**config.mk**
```make
export PLATFORM = sky130hd
export DESIGN_NAME = cvp_prerot
export DESIGN_NICKNAME = d
export VERILOG_FILES = /design/src/rtl/assert_macros.svh /design/src/rtl/cvp_pkg.sv /design/src/rtl/cvp_prerot.sv
export SDC_FILE = /design/constraint.sdc
export NUM_CORES = 1
export LEC_CHECK = 0
export ABC_CLOCK_PERIOD_IN_PS = 2150
export BUFFER_PORTS_ARGS = -buffer_cell sky130_fd_sc_hd__buf_2
export CORE_UTILIZATION = 52
export DETAILED_ROUTE_END_ITERATION = 6
export PLACE_DENSITY = 0.9
export REMOVE_ABC_BUFFERS = 1
export SKIP_LAST_GASP = 1
export SLEW_MARGIN = 15
export SYNTH_ARGS = -nofsm -noshare
export SYNTH_HDL_FRONTEND = slang
export SYNTH_SLANG_ARGS = --single-unit
export TNS_END_PERCENT = 100
```
**constraint.sdc**
```tcl
create_clock -name clk -period 2.15 [get_ports clk]
set_input_delay 0.215 -clock clk [delete_from_list [all_inputs] [get_ports clk]]
set_output_delay 0.215 -clock clk [all_outputs]
set_load 0.005 [all_outputs]
```
**src/rtl/assert_macros.svh**
```systemverilog
// ----------------------------------------------------------------------------
// assert_macros.svh
// shared assertion macros, clocked on clk and disabled while arst_n is low
// ----------------------------------------------------------------------------
`ifndef ASSERT_MACROS_SVH
`define ASSERT_MACROS_SVH

// condition must hold at every clock edge out of reset
`define CVP_ASSERT(label, cond, msg) \
	label: assert property (@(posedge clk) disable iff (!arst_n) (cond)) else $error(msg);

// consequent must hold whenever the antecedent holds, same edge
`define CVP_ASSERT_IMPL(label, ante, cons, msg) \
	label: assert property (@(posedge clk) disable iff (!arst_n) (ante) |-> (cons)) \
		else $error(msg);

`endif

```
**src/rtl/cvp_pkg.sv**
```systemverilog
`timescale 1ns / 1ps
// ----------------------------------------------------------------------------
// cvp_pkg
// widths, fixed-point constants and the arctangent table of the polar converter
// ----------------------------------------------------------------------------
package cvp_pkg;

	localparam int ITERATIONS  = 15;
	localparam int FRAC_BITS   = 16;
	localparam int INPUT_WIDTH = 16;

	localparam int IDX_W   = 4;
	localparam int XW      = INPUT_WIDTH + FRAC_BITS + 3;
	localparam int TW      = FRAC_BITS + 5;
	localparam int MAG_W   = 32;
	localparam int ANGLE_W = 19;
	localparam int SUM_W   = (XW + 1 > MAG_W + 1) ? XW + 1 : MAG_W + 1;

	localparam int IN_TDATA_W  = ((2 * INPUT_WIDTH + 7) / 8) * 8;
	localparam int OUT_TDATA_W = ((MAG_W + ANGLE_W + 7) / 8) * 8;

	typedef logic signed [TW-1:0] theta_t;
	typedef logic signed [XW-1:0] xy_t;

	// one vector on its way through the rotation chain
	typedef struct packed {
		logic   origin;
		xy_t    x;
		xy_t    y;
		theta_t theta;
	} vec_t;

	// round a 30-fraction-bit constant to FRAC_BITS
	function automatic longint q30_to_frac(input longint c);
		return (c + (longint'(1) << (29 - FRAC_BITS))) >>> (30 - FRAC_BITS);
	endfunction

	localparam longint NINETY   = q30_to_frac(64'd1686633657);
	localparam longint CIRCLE   = q30_to_frac(64'd6746523891);
	localparam longint SCALE    = q30_to_frac(64'd652137097);
	localparam longint ANGLE_TOP = (longint'(1) << ANGLE_W) - 1;
	localparam longint ANGLE_LIM = (CIRCLE - 1 > ANGLE_TOP) ? ANGLE_TOP : CIRCLE - 1;

	localparam theta_t TH_Q2 = theta_t'(NINETY);
	localparam theta_t TH_Q3 = theta_t'(2 * NINETY);
	localparam theta_t TH_Q4 = theta_t'(CIRCLE - NINETY);
	localparam theta_t TH_LIM = theta_t'(ANGLE_LIM);

	localparam logic [FRAC_BITS-1:0] SCALE_K = FRAC_BITS'(SCALE);
	localparam logic [MAG_W-1:0]     MAG_ALL = '1;

	// atan(2^-i) in radians, FRAC_BITS fraction bits
	function automatic theta_t atan_lut(input logic [IDX_W-1:0] i);
		logic [31:0] a;
		case (i)
			4'd0:    a = 32'd843314856;
			4'd1:    a = 32'd497837829;
			4'd2:    a = 32'd263043836;
			4'd3:    a = 32'd133525158;
			4'd4:    a = 32'd67021686;
			4'd5:    a = 32'd33543515;
			4'd6:    a = 32'd16775850;
			4'd7:    a = 32'd8388437;
			4'd8:    a = 32'd4194282;
			4'd9:    a = 32'd2097149;
			4'd10:   a = 32'd1048575;
			4'd11:   a = 32'd524287;
			4'd12:   a = 32'd262143;
			4'd13:   a = 32'd131071;
			4'd14:   a = 32'd65535;
			default: a = 32'd32767;
		endcase
		return theta_t'(q30_to_frac(longint'(a)));
	endfunction

endpackage

```
**src/rtl/cvp_prerot.sv**
```systemverilog
`timescale 1ns / 1ps
// ----------------------------------------------------------------------------
// cvp_prerot
// input stage: scales the sample to fixed point and folds it into quadrant 1
// ----------------------------------------------------------------------------
module cvp_prerot import cvp_pkg::*; (
	input  logic                          clk,
	input  logic                          arst_n,
	input  logic                          in_valid,
	output logic                          in_ready,
	input  logic signed [INPUT_WIDTH-1:0] x_in,
	input  logic signed [INPUT_WIDTH-1:0] y_in,
	output logic                          out_valid,
	input  logic                          out_ready,
	output vec_t                          out_data
);

	xy_t  xs, ys;
	vec_t nxt;
	logic vld_s1;
	vec_t data_s1;

	always_comb begin
		xs = {{(XW - INPUT_WIDTH - FRAC_BITS){x_in[INPUT_WIDTH-1]}}, x_in, {FRAC_BITS{1'b0}}};
		ys = {{(XW - INPUT_WIDTH - FRAC_BITS){y_in[INPUT_WIDTH-1]}}, y_in, {FRAC_BITS{1'b0}}};
		nxt.origin = (x_in == '0) && (y_in == '0);
		nxt.x      = xs;
		nxt.y      = ys;
		nxt.theta  = '0;
		if (x_in <= 0 && y_in > 0) begin
			// quadrant 2: rotate clockwise by 90 degrees
			nxt.x     = ys;
			nxt.y     = -xs;
			nxt.theta = TH_Q2;
		end else if (x_in < 0 && y_in <= 0) begin
			// quadrant 3: point reflection
			nxt.x     = -xs;
			nxt.y     = -ys;
			nxt.theta = TH_Q3;
		end else if (x_in >= 0 && y_in < 0) begin
			// quadrant 4: rotate counterclockwise by 90 degrees
			nxt.x     = -ys;
			nxt.y     = xs;
			nxt.theta = TH_Q4;
		end
	end

	assign in_ready  = !vld_s1 || out_ready;
	assign out_valid = vld_s1;
	assign out_data  = data_s1;

	always_ff @(posedge clk or negedge arst_n) begin
		if (!arst_n) begin
			vld_s1 <= 1'b0;
		end else if (in_ready) begin
			vld_s1 <= in_valid;
		end
	end

	always_ff @(posedge clk) begin
		if (in_ready && in_valid) begin
			data_s1 <= nxt;
		end
	end

endmodule

```
==> results.cfg <==
[routing]
drc = 0
vias = 4556
dr.pass1.iters = 7
drt-total-wl_mm = 14.60
avgRoutedWirePerCell_um = 21.15
ant_nets = 0
drt_first_iter_violations = 812
vias_per_cell = 6.603

[clock_network]
clk_latency_ns = 0.32
clkSinkCount = 46
cts_tree = built
clockBufferDepth = 2
h-tree-depth = 2
cts_root_buffer = clkbuf_8
path_clk_slew_ns = 0.10
cts_inserted_buffers = 5

[synthesis]
synth_edf_count = 45
synth_cells = 435
yosysUniqueCellTypes = 68
synth_seq_cells = 46
syn_area_um2 = 3921
avgSynthCellArea_um2 = 9.014
ys_warn_count = 0
synth_ff_type = edfxtp_1
ys_seq_area_share_pct = 35.10
synthArstFlopShare_pct = 2.174

[setup_path]
cp.required_ns = 2.22
path_common_cell = nand2b_4
slowest_delay_ns = 0.60
crit_fanout = 11
arrival_ns = 2.72
crit_slowest_cell = or4_1
crit_type = primary input to register
cp_cell_sequence = buf_2 -> or4_1 -> or4_4 -> nand2b_4 -> ha_4 -> nand2b_4 -> buf_12 -> nor4_1 -> a211o_1 -> a211oi_2
end_kind = register
start_kind = primary input

[sta]
rsz0062_at_grt = yes
slew_headroom_pct = 61.48
fmaxAchievable_mhz = 377.3
setup_ws_ns = -0.5007
tightest_slew_ns = 0.5706
period_needed_ns = 2.651
fin_skew_ns = 0.01398
setup_tns_ns = -14.14
fin_crit_sh_pct = 123.3
drv_slew = 0
hold_violations = 0
worst_hold_slack_ns = 0.1219
final-setup-viol-count = 42

[place]
place_area_um2 = 4743
portBuffers = 91
place_congestion = 1.006
dp.final_hpwl_mm = 8.606

[global_routing]
grt_max_degree = 46
antenna_found_initial = 0
gr-total-overflow = 0
grt_use_total_pct = 34.41
grt_pass1_wl_mm = 20.56
grt_pass1_vias = 4221

[flow_run]
drv_cap = 0

[floorplan]
core_area_um2 = 7253
dieArea_um2 = 7893
num_io_pins = 130
placementRows = 31
initial_core_util_pct = 54.06
die_h_um = 88.84
die_w_um = 88.84

[status]
failed_checks = negative setup slack
outcome = finished with violations

[layout]
final_common_cell = buf_2
fin_nets = 631
num_antenna_cells = 0
most-common-layout-cells = buf_2, buf_4, edfxtp_1, conb_1, nor2_1
drive_gt1_share_pct = 44.33
fill_cells = 436
design_area_um2 = 5373
area_growth_pct = 37.01

[hold_path]
hold_path.class = primary input to register

[power]
peakVddDrop_v = 0.0002944
p_leak_nw = 2.365
powerDensity_nw_per_um2 = 467.4
-- power by group --
part	switching, mW	leakage [nW]	internal, mW
Sequential	0.0188	0.443	1.07
Combinational	0.463	1.88	0.372
Clock	0.352	0.0447	0.236
-- sequential cells by signal (all words and copies together) (netlist names) --
signal,cells
out_data,45
out_valid,1
-- through the flow --
stage,util [%],std cells,setup WS [ns],power [mW]
final,74.07,690,-0.5007,2.511
after global placement,65.40,664,-0.8740,1.747
after CTS,71.05,680,-0.4156,2.394
after floorplan,-,387,-1.847,1.407
after global routing,74.07,690,-0.5955,2.602
after detailed placement,65.40,664,-0.9279,1.768
-- kinds of logic after synthesis --
kind of cell | after synthesis | share of synthesized area (%)
other | 1 | 0.09563
and+or+nand+nor | 142 | 21.38
adders and majority gates | 5 | 1.595
xor gates and xnor gates | 13 | 2.904
muxes | 6 | 1.532
AOI/OAI and AO/OA | 118 | 21.22
DFF | 46 | 35.10
buffers and inverters | 104 | 16.18
-- worst paths after layout --
path | start | end | slack (ns) | cells after the start
worst max register to register | out_valid | out_data[48] | 0.90 | 3
min in group asynchronous | arst_n | out_valid | 0.20 | 2
max in group asynchronous | arst_n | out_valid | 1.87 | 2
worst max-delay path | y_in[8] | out_data[46] | -0.50 | 10
worst min-delay path | in_valid | out_valid | 0.12 | 2
worst min register to register | out_valid | out_valid | 0.55 | 2
-- synthesized netlist by cell type, types with 3 or more instances --
cell | number | area (um^2)
xnor2_1 | 6 | 52.55
buf_1 | 3 | 11.26
or4_1 | 8 | 60.06
o21ai_0 | 21 | 105.1
and2_1 | 4 | 25.02
a221oi_1 | 3 | 26.28
edfxtp_1 | 45 | 1351
nand2_1 | 20 | 75.07
and3_1 | 3 | 18.77
o221ai_1 | 4 | 35.03
nor3_1 | 14 | 70.07
inv_1 | 18 | 67.56
a21o_1 | 3 | 22.52
nor2_1 | 26 | 97.59
xor2_1 | 7 | 61.31
mux2i_1 | 6 | 60.06
a211oi_1 | 5 | 37.54
nor4_4 | 3 | 63.81
a22o_1 | 5 | 43.79
nor4_1 | 8 | 50.05
nand4_1 | 11 | 68.82
o31ai_1 | 3 | 22.52
buf_6 | 7 | 78.83
o211ai_1 | 7 | 52.55
o22ai_1 | 3 | 18.77
buf_4 | 48 | 360.4
ha_1 | 5 | 62.56
a31oi_1 | 7 | 43.79
a211o_1 | 4 | 35.03
buf_2 | 8 | 40.04
a21oi_1 | 26 | 130.1
nand2b_1 | 9 | 56.30
a22oi_1 | 5 | 37.54
nor3b_1 | 5 | 37.54
nand3_1 | 14 | 70.07
clkbuf_1 | 18 | 67.56
o211a_1 | 5 | 50.05
-- critical path, delay by kind of cell --
kind                     cells  cell delay (ns)
AO/OA/AOI/OAI                2             0.24
adder cells (fa/ha/maj)      1             0.18
AND/OR/NAND/NOR              5             1.79
buffers and inverters        2             0.29
-- timing repair --
action,CTS,global route
setup buffers,6,11
pin swaps,16,14
hold endpoints to repair,1,0
hold buffers,1,0
gates resized for setup,49,33
gates cloned,1,1
endpoints found under the setup margin,44,43
-- final cells by class --
cell class              count  area [um^2]  share of cell area (%)
clock buffers               5        68.82                   1.281
clock inverters             3        25.02                  0.4658
inverters                  19        83.83                   1.560
multi-input cells         322         2302                   42.85
flip-flops and latches     46         1376                   25.62
well taps                  99        123.9                   2.306
repair buffers            196         1393                   25.92
-- per-layer routing --
metal  vias up  GRT usage [%]  wire length (um)
li1       1863              -                 -
met4         0          19.35              1059
met2       515          56.43              6662
met3       160          6.623              2024
met1      2018          42.40              4850
met5         -              0                 0
No activity file was read; power rests on OpenSTA's default activity.
