## src/rtl/assert_macros.svh

```systemverilog
// ----------------------------------------------------------------------------
// assert_macros.svh
// shared assertion macros, clocked on clk and disabled while arst_n is low
// ----------------------------------------------------------------------------
`ifndef ASSERT_MACROS_SVH
`define ASSERT_MACROS_SVH

// condition must hold at every clock edge out of reset
`define CVP_ASSERT(label, cond, msg) \
	label: assert property (@(posedge clk) disable iff (!arst_n) (cond)) else $error(msg);

// consequent must hold whenever the antecedent holds, same edge
`define CVP_ASSERT_IMPL(label, ante, cons, msg) \
	label: assert property (@(posedge clk) disable iff (!arst_n) (ante) |-> (cons)) \
		else $error(msg);

`endif

```

## src/rtl/cvp_pkg.sv

```systemverilog
`timescale 1ns / 1ps
// ----------------------------------------------------------------------------
// cvp_pkg
// widths, fixed-point constants and the arctangent table of the polar converter
// ----------------------------------------------------------------------------
package cvp_pkg;

	localparam int ITERATIONS  = 15;
	localparam int FRAC_BITS   = 16;
	localparam int INPUT_WIDTH = 16;

	localparam int IDX_W   = 4;
	localparam int XW      = INPUT_WIDTH + FRAC_BITS + 3;
	localparam int TW      = FRAC_BITS + 5;
	localparam int MAG_W   = 32;
	localparam int ANGLE_W = 19;
	localparam int SUM_W   = (XW + 1 > MAG_W + 1) ? XW + 1 : MAG_W + 1;

	localparam int IN_TDATA_W  = ((2 * INPUT_WIDTH + 7) / 8) * 8;
	localparam int OUT_TDATA_W = ((MAG_W + ANGLE_W + 7) / 8) * 8;

	typedef logic signed [TW-1:0] theta_t;
	typedef logic signed [XW-1:0] xy_t;

	// one vector on its way through the rotation chain
	typedef struct packed {
		logic   origin;
		xy_t    x;
		xy_t    y;
		theta_t theta;
	} vec_t;

	// round a 30-fraction-bit constant to FRAC_BITS
	function automatic longint q30_to_frac(input longint c);
		return (c + (longint'(1) << (29 - FRAC_BITS))) >>> (30 - FRAC_BITS);
	endfunction

	localparam longint NINETY   = q30_to_frac(64'd1686633657);
	localparam longint CIRCLE   = q30_to_frac(64'd6746523891);
	localparam longint SCALE    = q30_to_frac(64'd652137097);
	localparam longint ANGLE_TOP = (longint'(1) << ANGLE_W) - 1;
	localparam longint ANGLE_LIM = (CIRCLE - 1 > ANGLE_TOP) ? ANGLE_TOP : CIRCLE - 1;

	localparam theta_t TH_Q2 = theta_t'(NINETY);
	localparam theta_t TH_Q3 = theta_t'(2 * NINETY);
	localparam theta_t TH_Q4 = theta_t'(CIRCLE - NINETY);
	localparam theta_t TH_LIM = theta_t'(ANGLE_LIM);

	localparam logic [FRAC_BITS-1:0] SCALE_K = FRAC_BITS'(SCALE);
	localparam logic [MAG_W-1:0]     MAG_ALL = '1;

	// atan(2^-i) in radians, FRAC_BITS fraction bits
	function automatic theta_t atan_lut(input logic [IDX_W-1:0] i);
		logic [31:0] a;
		case (i)
			4'd0:    a = 32'd843314856;
			4'd1:    a = 32'd497837829;
			4'd2:    a = 32'd263043836;
			4'd3:    a = 32'd133525158;
			4'd4:    a = 32'd67021686;
			4'd5:    a = 32'd33543515;
			4'd6:    a = 32'd16775850;
			4'd7:    a = 32'd8388437;
			4'd8:    a = 32'd4194282;
			4'd9:    a = 32'd2097149;
			4'd10:   a = 32'd1048575;
			4'd11:   a = 32'd524287;
			4'd12:   a = 32'd262143;
			4'd13:   a = 32'd131071;
			4'd14:   a = 32'd65535;
			default: a = 32'd32767;
		endcase
		return theta_t'(q30_to_frac(longint'(a)));
	endfunction

endpackage

```

## src/rtl/cvp_cell.sv

```systemverilog
`timescale 1ns / 1ps
// ----------------------------------------------------------------------------
// cvp_cell
// one vectoring micro-rotation with its own pipeline register
// ----------------------------------------------------------------------------
module cvp_cell import cvp_pkg::*; (
	input  logic             clk,
	input  logic             arst_n,
	input  logic [IDX_W-1:0] idx,
	input  theta_t           atan,
	input  logic             in_valid,
	output logic             in_ready,
	input  vec_t             in_data,
	output logic             out_valid,
	input  logic             out_ready,
	output vec_t             out_data
);

	xy_t    xc, yc, sx, sy;
	theta_t tc;
	vec_t   nxt;
	logic   vld_s1;
	vec_t   data_s1;

	always_comb begin
		xc = in_data.x;
		yc = in_data.y;
		tc = in_data.theta;
		sx = xc >>> idx;
		sy = yc >>> idx;
		nxt.origin = in_data.origin;
		// steer by the sign of y, zero counts as not positive
		if (yc > 0) begin
			nxt.x     = xc + sy;
			nxt.y     = yc - sx;
			nxt.theta = tc + atan;
		end else begin
			nxt.x     = xc - sy;
			nxt.y     = yc + sx;
			nxt.theta = tc - atan;
		end
	end

	assign in_ready  = !vld_s1 || out_ready;
	assign out_valid = vld_s1;
	assign out_data  = data_s1;

	always_ff @(posedge clk or negedge arst_n) begin
		if (!arst_n) begin
			vld_s1 <= 1'b0;
		end else if (in_ready) begin
			vld_s1 <= in_valid;
		end
	end

	always_ff @(posedge clk) begin
		if (in_ready && in_valid) begin
			data_s1 <= nxt;
		end
	end

endmodule

```

## config.mk

```make
export PLATFORM = sky130hd
export DESIGN_NAME = cvp_cell
export DESIGN_NICKNAME = d
export VERILOG_FILES = /design/src/rtl/assert_macros.svh /design/src/rtl/cvp_pkg.sv /design/src/rtl/cvp_cell.sv
export SDC_FILE = /design/constraint.sdc
export NUM_CORES = 1
export LEC_CHECK = 0
export BUFFER_PORTS_ARGS = -buffer_cell sky130_fd_sc_hd__clkbuf_2
export CAP_MARGIN = 20
export CELL_PAD_IN_SITES_DETAIL_PLACEMENT = 1
export CELL_PAD_IN_SITES_GLOBAL_PLACEMENT = 2
export CORE_MARGIN = 2
export CORE_UTILIZATION = 36
export CTS_CLUSTER_SIZE = 16
export DETAILED_ROUTE_END_ITERATION = 6
export GPL_ROUTABILITY_DRIVEN = 0
export GPL_TIMING_DRIVEN = 0
export PLACE_DENSITY_LB_ADDON = 0.1
export SYNTH_ARGS = -nofsm -noshare
export SYNTH_HDL_FRONTEND = slang
export SYNTH_SLANG_ARGS = --single-unit
export TNS_END_PERCENT = 30
```

## constraint.sdc

```tcl
create_clock -name clk -period 3.3 [get_ports clk]
set_input_delay 0.66 -clock clk [delete_from_list [all_inputs] [get_ports clk]]
set_output_delay 0.66 -clock clk [all_outputs]
set_load 0.005 [all_outputs]
```

==> results.sh <==
export IMPL_status="finished with violations"
export IMPL_violations="setup timing"
export IMPL_port_buffers=210
export IMPL_cellPowerDensity_nw_per_um2=390.3
export IMPL_netlist_area_um2=13330
export IMPL_setup_viol_count_final=79
export IMPL_path_clk_slew_ps=70
export IMPL_ioPinCount=215
export IMPL_die_y_um=196.4
export IMPL_cp_max_fo=10
export IMPL_synth_edf_count=92
export IMPL_synth_cells=1456
export IMPL_nFillCells=4135
export IMPL_synth_seq_cells=93
export IMPL_max_cap_violations=0
export IMPL_n_antenna_cell=0
export IMPL_yosysWarnings=0
export IMPL_syn_nets=1672
export IMPL_htreeDepth=3
export IMPL_clockBufferDepth=2
export IMPL_synth_cell_types=84
export IMPL_first_global_vias=14413
export IMPL_crit_start="idx[1]"
export IMPL_p_leak_nw=7.737
export IMPL_synth_area_leaders="edfxtp_1, mux4_2, ha_1"
export IMPL_cp_arrival_ps=5120
export IMPL_grtUsageTotal_pct=29.70
export IMPL_cp_required_ps=3440
export IMPL_r2r_start="out_valid"
export IMPL_ys_flop_type="edfxtp_1"
export IMPL_die_x_um=196.4
export IMPL_final_min_clock_period_ps=4974
export IMPL_post_route_util_pct=51.92
export IMPL_rr_worst_depth=3
export IMPL_drt_initial_drc_count=970
export IMPL_fmax_mhz=201.0
export IMPL_synth_top_area_share_pct=20.73
export IMPL_worst_slack_ps=-1674
export IMPL_clkLatencyLatePin_ps=390
export IMPL_clock_sinks=93
export IMPL_synth_top_cell_by_area="edfxtp_1"
export IMPL_final_cells=2324
export IMPL_r2r_setup_slack_ps=1530
export IMPL_critPathKind="in -> reg"
export IMPL_start_kind="input pin"
export IMPL_maxSlewHeadroom_pct=56.60
export IMPL_antenna_found_initial=0
export IMPL_worst_pin_slew_ps=632.8
export IMPL_vias_per_cell=6.045
export IMPL_setup_worst_path_end_class="register"
export IMPL_drt_pass1_iterations=5
export IMPL_dpl_hpwl_um=42050
export IMPL_synthArstFlopShare_pct=1.075
export IMPL_cts_tree="built"
export IMPL_drive_gt1_share_pct=45.69
export IMPL_fin_worst_skew_ps=4.855
export IMPL_area_growth_pct=42.30
export IMPL_final_antenna_net_count=0
export IMPL_nNetsFinal=2067
export IMPL_wl_um=58530
export IMPL_core_area_um2=36520
export IMPL_fin_crit_sh_pct=150.7
export IMPL_row_count=70
export IMPL_hold_path_class="in -> async"
export IMPL_slew_viol_final=0
export IMPL_initial_utilization_pct=36.49
export IMPL_wl_per_cell_um=25.18
export IMPL_synth_area_per_cell_um2=9.152
export IMPL_vdd_drop_max_mv=0.2982
export IMPL_vias=14048
export IMPL_rr_endpoint="out_data[75]"
export IMPL_fp_dieArea_um2=38570
export IMPL_layout_area_seq_um2=2788
export IMPL_rsz0062_at_grt="true"
export IMPL_multiInputGateArea_um2=11520
export IMPL_cts_buffers=9
export IMPL_grt_max_degree=55
export IMPL_grt_first_pass_wirelength_um=86670
export IMPL_final_setup_tns_ps=-81450
export IMPL_seq_area_frac_synth_pct=20.92
export IMPL_root_buffer="clkbuf_16"
export IMPL_endpoint="out_data[53]"
export IMPL_finalHoldViolCount=0
export IMPL_drc=0
export IMPL_grt_overflow_total=0
export IMPL_dp_cells=2135
export IMPL_finalPower_mw=7.401
## worst max-delay path, cell delays in order
cell and delay (ps):
buf_12 90, buf_12 110, buf_12 110, buf_12 140, mux4_2 550, nand2_1 110
a21oi_2 70, a21oi_4 160, ha_4 160, and4_4 310, inv_4 60, nor4_4 170
nor2_1 100, xnor2_1 180, ha_2 330, o21ai_4 150, o21ai_2 90, a221o_1 360
a211o_1 320, or3_4 340, o21ai_4 160, o21ai_2 80, buf_4 140, xor2_1 130
## cell families (layout without fill, tap and decap cells)
group                      after synthesis  in the layout  share of synthesized area (%)
AOI/OAI and AO/OA                      414            414                          19.95
xor gates and xnor gates               155            155                          10.19
adders and majority gates               95             95                          9.089
buffers and inverters                  118            518                          4.338
DFF                                     93             93                          20.92
muxes                                  170            170                          20.68
and+or+nand+nor                        411            411                          14.84
## power by group
| part | total (mW) | leakage (nW) | switching [mW] | internal [mW] |
|---|---|---|---|---|
| sequential | 1.71 | 0.886 | 0.0564 | 1.66 |
| combinational | 4.55 | 6.70 | 2.45 | 2.10 |
| clock | 1.13 | 0.150 | 0.504 | 0.629 |
## sequential cells by signal, indices dropped and copies added, names as in the netlist
register and flops:
out_data 92, out_valid 1
## worst min path at each step
stage,startpoint,to,slack (ps),depth (start not counted)
3_3_place_gp,arst_n,out_valid,440,1
2_1_floorplan,arst_n,out_valid,360,0
4_1_cts,arst_n,out_valid,20,1
5_1_grt,arst_n,out_valid,20,1
3_5_place_dp,arst_n,out_valid,440,1
6_report,arst_n,out_valid,30,1
## through the flow
stage	setup WS [ps]	area, um2	hold WS, ps
floorplan	-1808	13700	364.4
global placement	-4004	15330	436.4
detailed placement	-4027	15360	436.0
CTS	-1801	18220	16.42
global route	-1913	18960	19.44
finish	-1674	18960	34.76
## repair_timing
action,CTS,global route
cloned,1,0
pin swaps,145,111
hold buffers,0,0
setup endpoints to repair,88,82
setup buffers,139,41
resized for setup,360,118
## synthesized netlist by cell type, drive strengths merged, types with 29 or more instances
cell type,instances
a31oi,29
xnor2,92
nand2,141
o21ai,89
clkbuf,30
nand3,29
xor2,63
nor2,96
a21oi,124
mux2i,61
edfxtp,92
buf,41
mux4,80
inv,46
ha,92
mux2,29
a21o,34
## area by class of cell
| cell class | count | share of cell area [%] |
|---|---|---|
| clock buffers | 13 | 1.372 |
| well taps | 468 | 3.088 |
| repair buffers | 386 | 13.57 |
| clock inverters | 3 | 0.2309 |
| plain buffers | 69 | 5.259 |
| flip-flops and latches | 93 | 14.70 |
| inverters | 47 | 1.036 |
| multi-input cells | 1245 | 60.74 |
## per-layer routing
layer	share of wire (%)	vias up	GRT usage, %
met3	7.2	138	6.143
met4	4.2	0	12.21
li1	-	6351	-
met5	0	-	0
met1	41	6957	37.24
met2	48	602	49.86
## layout by cell type (no fill, tap or decap), drive strengths merged, types with 10 or more instances in the layout
cell,n
a211oi,21
a21o,34
a21oi,124
a31oi,29
and2,13
and3,11
buf,223
clkbuf,245
edfxtp,92
ha,92
inv,46
mux2,29
mux2i,61
mux4,80
nand2,141
nand2b,18
nand3,29
nor2,96
nor2b,15
nor3,27
nor4,15
o211ai,11
o21a,17
o21ai,89
o21bai,12
or2,10
xnor2,92
xor2,63
Power figures use the tool's default switching activity.
