<file path="src/rtl/assert_macros.svh">
// ----------------------------------------------------------------------------
// assert_macros.svh
// shared assertion macros, clocked on clk and disabled while arst_n is low
// ----------------------------------------------------------------------------
`ifndef ASSERT_MACROS_SVH
`define ASSERT_MACROS_SVH

// condition must hold at every clock edge out of reset
`define CVP_ASSERT(label, cond, msg) \
	label: assert property (@(posedge clk) disable iff (!arst_n) (cond)) else $error(msg);

// consequent must hold whenever the antecedent holds, same edge
`define CVP_ASSERT_IMPL(label, ante, cons, msg) \
	label: assert property (@(posedge clk) disable iff (!arst_n) (ante) |-> (cons)) \
		else $error(msg);

`endif

</file>
<file path="src/rtl/cvp_pkg.sv">
`timescale 1ns / 1ps
// ----------------------------------------------------------------------------
// cvp_pkg
// widths, fixed-point constants and the arctangent table of the polar converter
// ----------------------------------------------------------------------------
package cvp_pkg;

	localparam int ITERATIONS  = 15;
	localparam int FRAC_BITS   = 16;
	localparam int INPUT_WIDTH = 16;

	localparam int IDX_W   = 4;
	localparam int XW      = INPUT_WIDTH + FRAC_BITS + 3;
	localparam int TW      = FRAC_BITS + 5;
	localparam int MAG_W   = 32;
	localparam int ANGLE_W = 19;
	localparam int SUM_W   = (XW + 1 > MAG_W + 1) ? XW + 1 : MAG_W + 1;

	localparam int IN_TDATA_W  = ((2 * INPUT_WIDTH + 7) / 8) * 8;
	localparam int OUT_TDATA_W = ((MAG_W + ANGLE_W + 7) / 8) * 8;

	typedef logic signed [TW-1:0] theta_t;
	typedef logic signed [XW-1:0] xy_t;

	// one vector on its way through the rotation chain
	typedef struct packed {
		logic   origin;
		xy_t    x;
		xy_t    y;
		theta_t theta;
	} vec_t;

	// round a 30-fraction-bit constant to FRAC_BITS
	function automatic longint q30_to_frac(input longint c);
		return (c + (longint'(1) << (29 - FRAC_BITS))) >>> (30 - FRAC_BITS);
	endfunction

	localparam longint NINETY   = q30_to_frac(64'd1686633657);
	localparam longint CIRCLE   = q30_to_frac(64'd6746523891);
	localparam longint SCALE    = q30_to_frac(64'd652137097);
	localparam longint ANGLE_TOP = (longint'(1) << ANGLE_W) - 1;
	localparam longint ANGLE_LIM = (CIRCLE - 1 > ANGLE_TOP) ? ANGLE_TOP : CIRCLE - 1;

	localparam theta_t TH_Q2 = theta_t'(NINETY);
	localparam theta_t TH_Q3 = theta_t'(2 * NINETY);
	localparam theta_t TH_Q4 = theta_t'(CIRCLE - NINETY);
	localparam theta_t TH_LIM = theta_t'(ANGLE_LIM);

	localparam logic [FRAC_BITS-1:0] SCALE_K = FRAC_BITS'(SCALE);
	localparam logic [MAG_W-1:0]     MAG_ALL = '1;

	// atan(2^-i) in radians, FRAC_BITS fraction bits
	function automatic theta_t atan_lut(input logic [IDX_W-1:0] i);
		logic [31:0] a;
		case (i)
			4'd0:    a = 32'd843314856;
			4'd1:    a = 32'd497837829;
			4'd2:    a = 32'd263043836;
			4'd3:    a = 32'd133525158;
			4'd4:    a = 32'd67021686;
			4'd5:    a = 32'd33543515;
			4'd6:    a = 32'd16775850;
			4'd7:    a = 32'd8388437;
			4'd8:    a = 32'd4194282;
			4'd9:    a = 32'd2097149;
			4'd10:   a = 32'd1048575;
			4'd11:   a = 32'd524287;
			4'd12:   a = 32'd262143;
			4'd13:   a = 32'd131071;
			4'd14:   a = 32'd65535;
			default: a = 32'd32767;
		endcase
		return theta_t'(q30_to_frac(longint'(a)));
	endfunction

endpackage

</file>
<file path="src/rtl/cvp_scale.sv">
`timescale 1ns / 1ps
// ----------------------------------------------------------------------------
// cvp_scale
// gain correction of the magnitude and clamping of the angle, two stages
// ----------------------------------------------------------------------------
module cvp_scale import cvp_pkg::*; (
	input  logic               clk,
	input  logic               arst_n,
	input  logic               in_valid,
	output logic               in_ready,
	input  vec_t               in_data,
	output logic               out_valid,
	input  logic               out_ready,
	output logic [MAG_W-1:0]   magnitude,
	output logic [ANGLE_W-1:0] angle
);

	xy_t                    xc;
	theta_t                 tc;
	logic [XW-FRAC_BITS-1:0] hi;
	logic [FRAC_BITS-1:0]   lo;
	logic [XW-1:0]          prod_hi;
	logic [2*FRAC_BITS-1:0] prod_lo;
	logic [ANGLE_W-1:0]     ang_nxt;
	logic [SUM_W-1:0]       sum;
	logic                   rdy_s2;

	logic                   vld_s1, pos_s1;
	logic [XW-1:0]          prod_hi_s1;
	logic [2*FRAC_BITS-1:0] prod_lo_s1;
	logic [ANGLE_W-1:0]     angle_s1;

	logic                   vld_s2;
	logic [MAG_W-1:0]       mag_s2;
	logic [ANGLE_W-1:0]     angle_s2;

	always_comb begin
		xc = in_data.x;
		tc = in_data.theta;
		hi = xc[XW-1:FRAC_BITS];
		lo = xc[FRAC_BITS-1:0];
		prod_hi = XW'(hi) * XW'(SCALE_K);
		prod_lo = (2*FRAC_BITS)'(lo) * (2*FRAC_BITS)'(SCALE_K);
		if (in_data.origin || tc < 0) begin
			ang_nxt = '0;
		end else if (tc > TH_LIM) begin
			ang_nxt = ANGLE_W'(TH_LIM);
		end else begin
			ang_nxt = ANGLE_W'(tc);
		end
	end

	assign sum = SUM_W'(prod_hi_s1) + SUM_W'(prod_lo_s1 >> FRAC_BITS);

	assign rdy_s2   = !vld_s2 || out_ready;
	assign in_ready = !vld_s1 || rdy_s2;

	always_ff @(posedge clk or negedge arst_n) begin
		if (!arst_n) begin
			vld_s1 <= 1'b0;
			vld_s2 <= 1'b0;
		end else begin
			if (in_ready) begin
				vld_s1 <= in_valid;
			end
			if (rdy_s2) begin
				vld_s2 <= vld_s1;
			end
		end
	end

	always_ff @(posedge clk) begin
		if (in_ready && in_valid) begin
			pos_s1     <= xc > 0;
			prod_hi_s1 <= prod_hi;
			prod_lo_s1 <= prod_lo;
			angle_s1   <= ang_nxt;
		end
		if (rdy_s2 && vld_s1) begin
			angle_s2 <= angle_s1;
			if (!pos_s1) begin
				mag_s2 <= '0;
			end else if (sum > SUM_W'(MAG_ALL)) begin
				mag_s2 <= MAG_ALL;
			end else begin
				mag_s2 <= sum[MAG_W-1:0];
			end
		end
	end

	assign out_valid = vld_s2;
	assign magnitude = mag_s2;
	assign angle     = angle_s2;

endmodule

</file>
<file path="config.mk">
export PLATFORM = sky130hd
export DESIGN_NAME = cvp_scale
export DESIGN_NICKNAME = d
export VERILOG_FILES = /design/src/rtl/assert_macros.svh /design/src/rtl/cvp_pkg.sv /design/src/rtl/cvp_scale.sv
export SDC_FILE = /design/constraint.sdc
export NUM_CORES = 1
export LEC_CHECK = 0
export ABC_AREA = 1
export ABC_CLOCK_PERIOD_IN_PS = 8100
export BUFFER_PORTS_ARGS = -buffer_cell sky130_fd_sc_hd__buf_2
export CAP_MARGIN = 20
export CELL_PAD_IN_SITES_DETAIL_PLACEMENT = 1
export CELL_PAD_IN_SITES_GLOBAL_PLACEMENT = 1
export CORE_ASPECT_RATIO = 1.5
export CORE_MARGIN = 2
export CORE_UTILIZATION = 50
export CTS_CLUSTER_SIZE = 30
export DETAILED_ROUTE_END_ITERATION = 7
export PLACE_DENSITY = 0.9
export SLEW_MARGIN = 20
export SYNTH_ARGS = -nofsm -noshare
export SYNTH_HDL_FRONTEND = slang
export SYNTH_SLANG_ARGS = --single-unit
</file>
<file path="constraint.sdc">
create_clock -name clk -period 8.1 [get_ports clk]
set_input_delay 1.62 -clock clk [delete_from_list [all_inputs] [get_ports clk]]
set_output_delay 1.62 -clock clk [all_outputs]
set_load 0.05 [all_outputs]
</file>
==> flow_metrics.py, run 1 <==
metrics = {
    "worst_setup_path": {
        "rr_endpoint": "magnitude[4]",
        "timing.rr.start": "prod_hi_s1[0]",
        "reg2regPathDepth": 14,
        "arrival_ns": 7.38,
        "crit_start": "in_data[69]",
        "ff2ff_setup_slack_ns": 4.98,
        "end_kind": "flip-flop",
        "crit_type": "in2reg",
        "cp_max_fo": 8,
        "cp.required_ns": 8.27,
        "startpoint_type": "input port",
        "max_stage_delay_ns": 0.57,
        "critical_path_buf_inv_count": 8,
        "crit_chain": "buf_2 -> inv_1 -> fa_1 -> fa_1 -> inv_1 -> fa_1 -> inv_1 -> fa_1 -> inv_1 -> fa_1 -> inv_1 -> fa_1 -> inv_1 -> ha_1 -> nand2_1 -> inv_1 -> nand2_1 -> nor3_1 -> nand4_1 -> nand3_1 -> a21oi_1 -> xnor2_1",
        "slowest_stage": "fa_1",
        "worst_path_dominant_cell_family": "adder cells",
        "cpMostUsedCell": "inv_1",
    },
    "timing": {
        "hold_viol": 0,
        "setup_viol": 0,
        "grt_setup_unrepaired": "false",
        "max_freq_ghz": 0.139,
        "finalCriticalPeriod_ns": 7.21,
        "fin_crit_sh": 0.890,
        "slew_viol_final": 0,
        "fin_skew_ns": 0.0171,
        "setup_ws_ns": 0.892,
        "maxSlewHeadroom": 0.361,
        "tightest_slew_ns": 0.959,
        "final.setup.tns_ns": 0,
    },
    "synthesis": {
        "synth_top_family_by_area": "adder cells",
        "synthTopCellsByArea": "fa_1 (28%), ha_1 (20%), edfxtp_1 (20%)",
        "yosys_warnings": 0,
        "yosys_most_used_dff": "edfxtp_1",
        "synth_edf_count": 122,
        "synth_compound_area_frac": 0.0534,
        "synth_fp_nets": 2675,
        "yosys.area_share.simple": 0.118,
        "avgSynthCellArea_um2": 9.28,
        "async_flop_share": 0.0161,
        "ys_types": 40,
        "synthXorXnorAreaFrac": 0.0314,
        "synth.top_cell.area_share": 0.281,
        "syn_inst": 2016,
        "ys_ff_latch": 124,
        "syn_area_mm2": 0.0187,
        "synth.mux.area_fraction": 0,
        "synthAdderAreaFrac": 0.482,
        "yosys.area.top_type": "fa_1",
        "ys_seq_area_frac": 0.199,
    },
    "route": {
        "drc": 0,
        "wl_um": 58800,
        "avgViaCountPerCell": 5.60,
        "wl_per_cell_um": 22.3,
        "drt-initial-drc-count": 666,
        "dr.pass1.iters": 5,
        "ant_nets": 0,
        "vias": 14778,
    },
    "die": {
        "die_w_um": 162,
        "initial_core_util": 0.508,
        "num_rows": 86,
        "core_region_area_mm2": 0.0368,
        "io_pins": 149,
        "die-area_mm2": 0.0390,
        "die_h_um": 241,
    },
    "global_route": {
        "grt-ovfl-total": 0,
        "grt_pass1_wl_um": 92800,
        "antenna_found_initial": 1,
        "grtUsageTotal": 0.312,
        "grt_pass1_vias": 17878,
        "grt_start_max_net_pins": 72,
    },
    "clock_network": {
        "cts.sinks": 124,
        "htree_num_levels": 4,
        "cts_root_buffer": "clkbuf_16",
        "clkLatencyLatePin_ns": 0.43,
        "postCtsHoldBufs": 0,
        "cts.clk_slew.worst_paths_ns": 0.05,
        "tritoncts": "yes",
        "clk_path_buf_depth": 2,
        "ctsResizeCount": 0,
        "numCtsBuffers": 17,
        "post_cts_buffers": 0,
    },
    "layout": {
        "utilization": 0.556,
        "nets": 2803,
        "areaGrowthSynthToFinish_pct": 9.33,
        "drive_gt1_frac": 0.0909,
        "fillCellCount": 4327,
        "multi_input_area_mm2": 0.0128,
        "diodes": 0,
        "seqCellArea_mm2": 0.00371,
    },
    "placed_design": {
        "dp_hpwl_um": 48900,
        "place_congestion": 0.922,
        "io_buffers": 113,
        "pre_cts_ws_ns": 0.550,
    },
    "worst_hold_path": {
        "hold_start": "angle_s1[7]",
        "hold-path-cell-count": 0,
        "min_to": "angle[7]",
        "min_path_type": "reg2reg",
    },
    "outcome": {
        "status": "complete, no violations",
    },
    "job": {
        "cap_violations": 0,
    },
}
-- cell usage in the layout, fill, tap and decap left out, types with 20 or more instances in the layout --
cell type	netlist	layout
a21oi_1	98	97
buf_2	0	113
edfxtp_1	122	122
fa_1	263	263
ha_1	300	300
inv_1	566	565
nand2_1	243	243
nand3_1	47	47
nand4_1	20	20
nor2_1	137	137
nor2_2	32	32
o21ai_0	40	40
xnor2_1	21	21
xor2_1	46	46
-- worst register-to-register path, delay by kind of cell, from the launching register on --
family	cells	cell delay, ns
AND/OR/NAND/NOR	12	1.65
adder cells (fa/ha/maj)	2	0.75
flip-flops	1	0.45
-- per-layer routing --
layer	part of all wire	track usage	up-vias	wire, um
li1	-	-	6504	-
met1	0.32	0.279	7391	18600
met2	0.56	0.616	557	33200
met3	0.034	0.0505	324	1990
met4	0.085	0.235	2	4990
met5	0.00022	0	-	13
-- synth_stat cells, types with 4 or more instances --
cell type	instances
fa_1	263
nand2_2	5
a21o_1	6
nor2_2	32
o21bai_1	7
nor2_1	137
nand2_1	243
nor4_1	4
nand3_1	47
clkbuf_1	4
xnor2_1	21
xor2_1	46
a31oi_1	14
a21oi_1	98
inv_1	566
edfxtp_1	122
ha_1	300
nor3_1	8
nand4_1	20
o21ai_0	40
-- through the flow --
stage | area (um^2) | hold WS, ns | cells
after detailed placement | 19900 | 0.407 | 2608
after global placement | 19900 | 0.401 | 2608
after global routing | 20500 | 0.424 | 2641
after floorplan | 18700 | 0.400 | 2016
after CTS | 20400 | 0.420 | 2640
final | 20500 | 0.422 | 2641
-- area by class of cell --
cell class / count / area share
inverter: 567 / 0.104
timing repair buffer: 116 / 0.0291
multi-input combinational: 1318 / 0.627
sequential: 124 / 0.182
clock buffer: 23 / 0.0229
tap: 484 / 0.0296
clock inverter: 9 / 0.00557
-- state kept, by name, summed over array words and instances (netlist names) --
signal,cells
vld_s1,1
prod_lo_s1,16
prod_hi_s1,35
angle,19
magnitude,32
out_valid,1
angle_s1,19
pos_s1,1
-- cells by family after synthesis --
family,after synthesis
AO/OA/AOI/OAI,180
XOR/XNOR,67
adder cells (fa/ha/maj),563
buffers and inverters,574
flip-flops,124
AND/OR/NAND/NOR,508
-- worst max-delay path by stage --
stage | end | depth (start not counted) | slack (ns)
global route | prod_lo_s1[24] | 22 | 0.59
detailed placement | prod_lo_s1[28] | 22 | 0.55
finish | prod_lo_s1[24] | 22 | 0.89
floorplan | prod_hi_s1[34] | 22 | 1.48
CTS | prod_lo_s1[24] | 22 | 0.93
global placement | prod_hi_s1[34] | 23 | 0.80
Power of run 1 is not shown: default switching activity piles up to over one toggle a cycle in this logic, so the estimate is an artifact.
==> run 2: changes to the inputs <==
Settings changed: ABC_AREA 1 to default, PLACE_DENSITY 0.9 to 0.88.
==> flow_metrics.py, run 2 <==
metrics = {
    "outcome": {
        "status": "complete, no violations",
    },
    "layout": {
        "fin_cells": 2225,
        "final_cell_mix": "inv_1 (458), ha_1 (300), fa_1 (263), edfxtp_1 (122), buf_2 (113)",
        "drive_gt1_frac": 0.132,
        "areaGrowthSynthToFinish_pct": 12.9,
        "fin_area_mm2": 0.0196,
        "nets": 2446,
        "top_register": "prod_hi_s1",
        "largest_reg_flops": 35,
        "final_common_cell": "inv_1",
        "diodes": 0,
    },
    "synthesis": {
        "syn_area_mm2": 0.0174,
        "synth_edf_count": 122,
        "syn_inst": 1587,
        "async_flop_share": 0.0161,
        "synth_fp_nets": 2246,
        "avgSynthCellArea_um2": 10.9,
        "synth.mux.area_fraction": 0.00180,
        "synthTopCellsByCount": "inv_1 (458), ha_1 (300), fa_1 (263)",
        "ys_seq_area_frac": 0.214,
        "synthTopCellsByArea": "fa_1 (30%), ha_1 (22%), edfxtp_1 (21%)",
        "synth_most_common_cell": "inv_1",
        "yosys_warnings": 0,
        "yosys.area_share.simple": 0.0492,
        "synthXorXnorAreaFrac": 0.0338,
        "yosys.area.top_type": "fa_1",
        "synthAdderAreaFrac": 0.519,
        "yosys_most_used_dff": "edfxtp_1",
        "ys_types": 67,
        "synth_compound_area_frac": 0.0811,
        "ys_ff_latch": 124,
        "synth_top_family_by_area": "adder cells",
        "synth.top_cell.area_share": 0.303,
    },
    "route": {
        "avgViaCountPerCell": 5.45,
        "wl_um": 48900,
        "ant_nets": 0,
        "wl_per_cell_um": 22.0,
        "drc": 0,
        "dr.pass1.iters": 5,
        "drt-initial-drc-count": 508,
        "vias": 12122,
    },
    "die": {
        "die_w_um": 156,
        "core_region_area_mm2": 0.0343,
        "io_pins": 149,
        "initial_core_util": 0.507,
        "die_h_um": 232,
        "num_rows": 83,
        "die-area_mm2": 0.0363,
    },
    "clock_network": {
        "clkLatencyLatePin_ns": 0.44,
        "cts_root_buffer": "clkbuf_16",
        "cts.clk_slew.worst_paths_ns": 0.06,
        "cts.sinks": 124,
        "postCtsHoldBufs": 0,
        "clk_path_buf_depth": 2,
        "htree_num_levels": 4,
        "tritoncts": "yes",
        "numCtsBuffers": 17,
    },
    "worst_setup_path": {
        "ff2ff_setup_slack_ns": 4.25,
        "end_kind": "flip-flop",
        "worst_path_dominant_cell_family": "adder cells",
        "arrival_ns": 8.16,
        "max_stage_delay_ns": 0.56,
        "cp.required_ns": 8.26,
        "crit_type": "in2reg",
        "timing.rr.start": "prod_hi_s1[0]",
        "startpoint_type": "input port",
        "critical_path_buf_inv_count": 6,
        "crit_chain": "buf_2 -> inv_1 -> buf_4 -> fa_1 -> fa_1 -> inv_1 -> fa_1 -> fa_1 -> fa_1 -> inv_1 -> fa_1 -> inv_1 -> ha_1 -> a21o_1 -> a21o_1 -> a21oi_1 -> o21ai_0 -> a22o_1 -> a2111oi_2 -> nor3_1 -> a211o_1 -> mux2i_1 -> or4_1",
        "crit_start": "in_data[83]",
        "slowest_stage": "fa_1",
        "cp_max_fo": 3,
        "cpMostUsedCell": "fa_1",
    },
    "timing": {
        "setup_ws_ns": 0.0990,
        "hold_viol": 0,
        "setup_viol": 0,
        "max_freq_ghz": 0.125,
        "grt_setup_unrepaired": "true",
        "fin_skew_ns": 0.0141,
        "slew_viol_final": 0,
        "maxSlewHeadroom": 0.411,
        "tightest_slew_ns": 0.884,
        "finalCriticalPeriod_ns": 8.00,
        "fin_crit_sh": 0.988,
    },
    "global_route": {
        "grt_start_max_net_pins": 72,
        "grt-ovfl-total": 0,
        "grtUsageTotal": 0.282,
        "grt_pass1_vias": 14678,
        "grt_pass1_wl_um": 76800,
        "antenna_found_initial": 2,
    },
    "placed_design": {
        "dp_hpwl_um": 42200,
        "dp.cells": 2193,
        "dpl_cell_area_mm2": 0.0190,
        "io_buffers": 113,
        "place_congestion": 0.908,
        "pre_cts_ws_ns": -0.296,
    },
    "worst_hold_path": {
        "hold_start": "angle_s1[13]",
        "min_path_type": "reg2reg",
    },
    "job": {
        "cap_violations": 0,
    },
}
-- run 2: layer usage --
layer / GRT usage / wire length (um) / up-vias
met4: 0.173 / 3330 / 4
li1: - / - / 5471
met1: 0.265 / 16200 / 6131
met2: 0.567 / 27900 / 340
met3: 0.0330 / 1420 / 176
met5: 0 / 26 / -
-- run 2: path summary, 6_finish.rpt --
path,end,cells past startpoint
max reg2reg,magnitude[19],12
max in group asynchronous,vld_s1,1
min,angle[13],0
min in group asynchronous,out_valid,1
min reg2reg,angle[13],0
max,prod_hi_s1[33],23
-- run 2: logic make-up (layout without fill, tap and decap cells) --
family / Yosys count / after routing
buf+inv: 465 / 678
simple gates: 166 / 166
fa+ha+maj: 563 / 563
mux: 3 / 3
compound gates: 199 / 199
flops: 124 / 124
xor+xnor: 67 / 67
-- run 2: timing repair --
action,4_1_cts,5_1_grt
setup endpoints to repair,0,2
resized for setup,0,6
setup buffers,0,0
-- run 2: layout make-up --
type,instances,area [um^2]
flip-flops and latches,124,3710
fillers,3688,14700
well taps,425,532
multi-input cells,998,11900
clock inverters,13,149
clock buffers,19,433
repair buffers,188,1130
inverters,458,1720
-- run 2: metrics by stage --
stage / hold WS (ns) / util / TNS [ns]
2_1_floorplan: 0.400 / - / 0
5_1_grt: 0.425 / 0.572 / -0.00920
3_3_place_gp: 0.400 / 0.554 / -0.0771
3_5_place_dp: 0.409 / 0.554 / -0.522
6_report: 0.424 / 0.572 / 0
4_1_cts: 0.424 / 0.571 / 0
Power of run 2 is left out for the same reason.
==> run 3: changes to the inputs <==
Settings changed: MAX_ROUTING_LAYER from default to met4.
==> flow_metrics.py, run 3 (synthesized netlist as in run 2, its figures left out) <==
metrics = {
    "worst_hold_path": {
        "hold-path-cell-count": 0,
        "min_path_type": "reg2reg",
        "min_to": "angle[18]",
        "hold_start": "angle_s1[18]",
    },
    "route": {
        "ant_nets": 0,
        "wl_per_cell_um": 22.1,
        "wl_um": 49200,
        "drc": 0,
        "drt-initial-drc-count": 522,
        "avgViaCountPerCell": 5.52,
        "vias": 12302,
        "dr.pass1.iters": 6,
    },
    "global_route": {
        "grt_pass1_wl_um": 77700,
        "grt_pass1_vias": 14889,
        "antenna_found_initial": 1,
        "grt-ovfl-total": 0,
        "grt_start_max_net_pins": 72,
        "grtUsageTotal": 0.291,
    },
    "clock_network": {
        "numCtsBuffers": 25,
        "clkLatencyLatePin_ns": 0.47,
        "cts_root_buffer": "clkbuf_16",
        "htree_num_levels": 4,
        "cts.clk_slew.worst_paths_ns": 0.06,
        "tritoncts": "yes",
        "postCtsHoldBufs": 0,
        "clk_path_buf_depth": 3,
        "cts.sinks": 124,
    },
    "layout": {
        "seqCellArea_mm2": 0.00371,
        "fin_cells": 2230,
        "top_register": "prod_hi_s1",
        "largest_reg_flops": 35,
        "areaGrowthSynthToFinish_pct": 13.7,
        "multi_input_area_mm2": 0.0119,
        "nets": 2458,
        "drive_gt1_frac": 0.135,
        "final_common_cell": "inv_1",
        "final_cell_mix": "inv_1 (457), ha_1 (300), fa_1 (262), edfxtp_1 (122), buf_2 (113)",
        "fillCellCount": 3724,
        "fin_area_mm2": 0.0197,
    },
    "timing": {
        "maxSlewHeadroom": 0.401,
        "final.setup.tns_ns": 0,
        "fin_crit_sh": 0.980,
        "tightest_slew_ns": 0.899,
        "fin_skew_ns": 0.0207,
        "finalCriticalPeriod_ns": 7.94,
        "hold_viol": 0,
        "max_freq_ghz": 0.126,
        "setup_ws_ns": 0.163,
        "slew_viol_final": 0,
        "setup_viol": 0,
    },
    "placed_design": {
        "io_buffers": 113,
        "pre_cts_ws_ns": -0.404,
        "dpl_cell_area_mm2": 0.0190,
        "dp.cells": 2197,
        "dp_hpwl_um": 42800,
        "place_congestion": 0.928,
    },
    "worst_setup_path": {
        "cp.required_ns": 8.30,
        "reg2regPathDepth": 12,
        "crit_type": "in2reg",
        "rr_endpoint": "magnitude[13]",
        "startpoint_type": "input port",
        "cp_max_fo": 3,
        "crit_start": "in_data[80]",
        "arrival_ns": 8.14,
        "timing.rr.start": "prod_hi_s1[0]",
        "end_kind": "flip-flop",
        "ff2ff_setup_slack_ns": 4.28,
    },
    "die": {
        "die-area_mm2": 0.0363,
        "core_region_area_mm2": 0.0343,
        "io_pins": 149,
        "die_w_um": 156,
        "initial_core_util": 0.507,
        "num_rows": 83,
        "die_h_um": 232,
    },
    "outcome": {
        "status": "complete, no violations",
    },
    "job": {
        "cap_violations": 0,
    },
}
-- run 3: how the worst max path moves through the flow --
stage                           to  slack (ns)  depth (start not counted)
floorplan           prod_hi_s1[33]        0.28                         22
global placement    prod_hi_s1[33]       -0.06                         22
detailed placement  prod_hi_s1[33]       -0.40                         23
CTS                 prod_hi_s1[33]        0.01                         23
global route        prod_hi_s1[33]       -0.05                         22
finish              prod_hi_s1[33]        0.16                         23
-- run 3: per-layer routing --
metal  up-vias  track usage  share of wire
li1       5492            -              -
met1      6203        0.263           0.33
met2       391        0.565           0.56
met3       216       0.0310          0.033
met4         0        0.191          0.077
met5         -            -              0
-- run 3: repair_timing --
item,4_1_cts,5_1_grt
endpoints found under the setup margin,0,2
buffers inserted,0,0
gates resized for setup,0,8
-- run 3: layout make-up --
| cell class | instances | share of cell area |
|---|---|---|
| diodes | 1 | 0.000127 |
| clock buffers | 29 | 0.0324 |
| clock inverters | 3 | 0.00203 |
| inverters | 458 | 0.0873 |
| multi-input cells | 998 | 0.604 |
| flip-flops and latches | 124 | 0.188 |
| well taps | 425 | 0.0269 |
| repair buffers | 192 | 0.0587 |
-- run 3: stage by stage --
step / hold slack [ns] / utilization
2_1_floorplan: 0.400 / -
3_3_place_gp: 0.400 / 0.555
3_5_place_dp: 0.406 / 0.555
4_1_cts: 0.419 / 0.575
5_1_grt: 0.422 / 0.576
6_report: 0.417 / 0.576
-- run 3: critical path: stages --
cell,delay (ns)
buf_2,0.13
inv_1,0.18
buf_4,0.19
fa_1,0.47
fa_1,0.59
inv_1,0.07
fa_1,0.49
fa_1,0.44
fa_1,0.54
inv_1,0.09
fa_1,0.60
inv_1,0.06
ha_1,0.34
nand2_1,0.09
nand2_1,0.08
a211oi_2,0.24
o21bai_2,0.13
a22o_1,0.24
a2111oi_2,0.41
nor3_2,0.10
a211o_1,0.32
mux2i_1,0.15
or4_1,0.55
Power of run 3 is left out for the same reason.
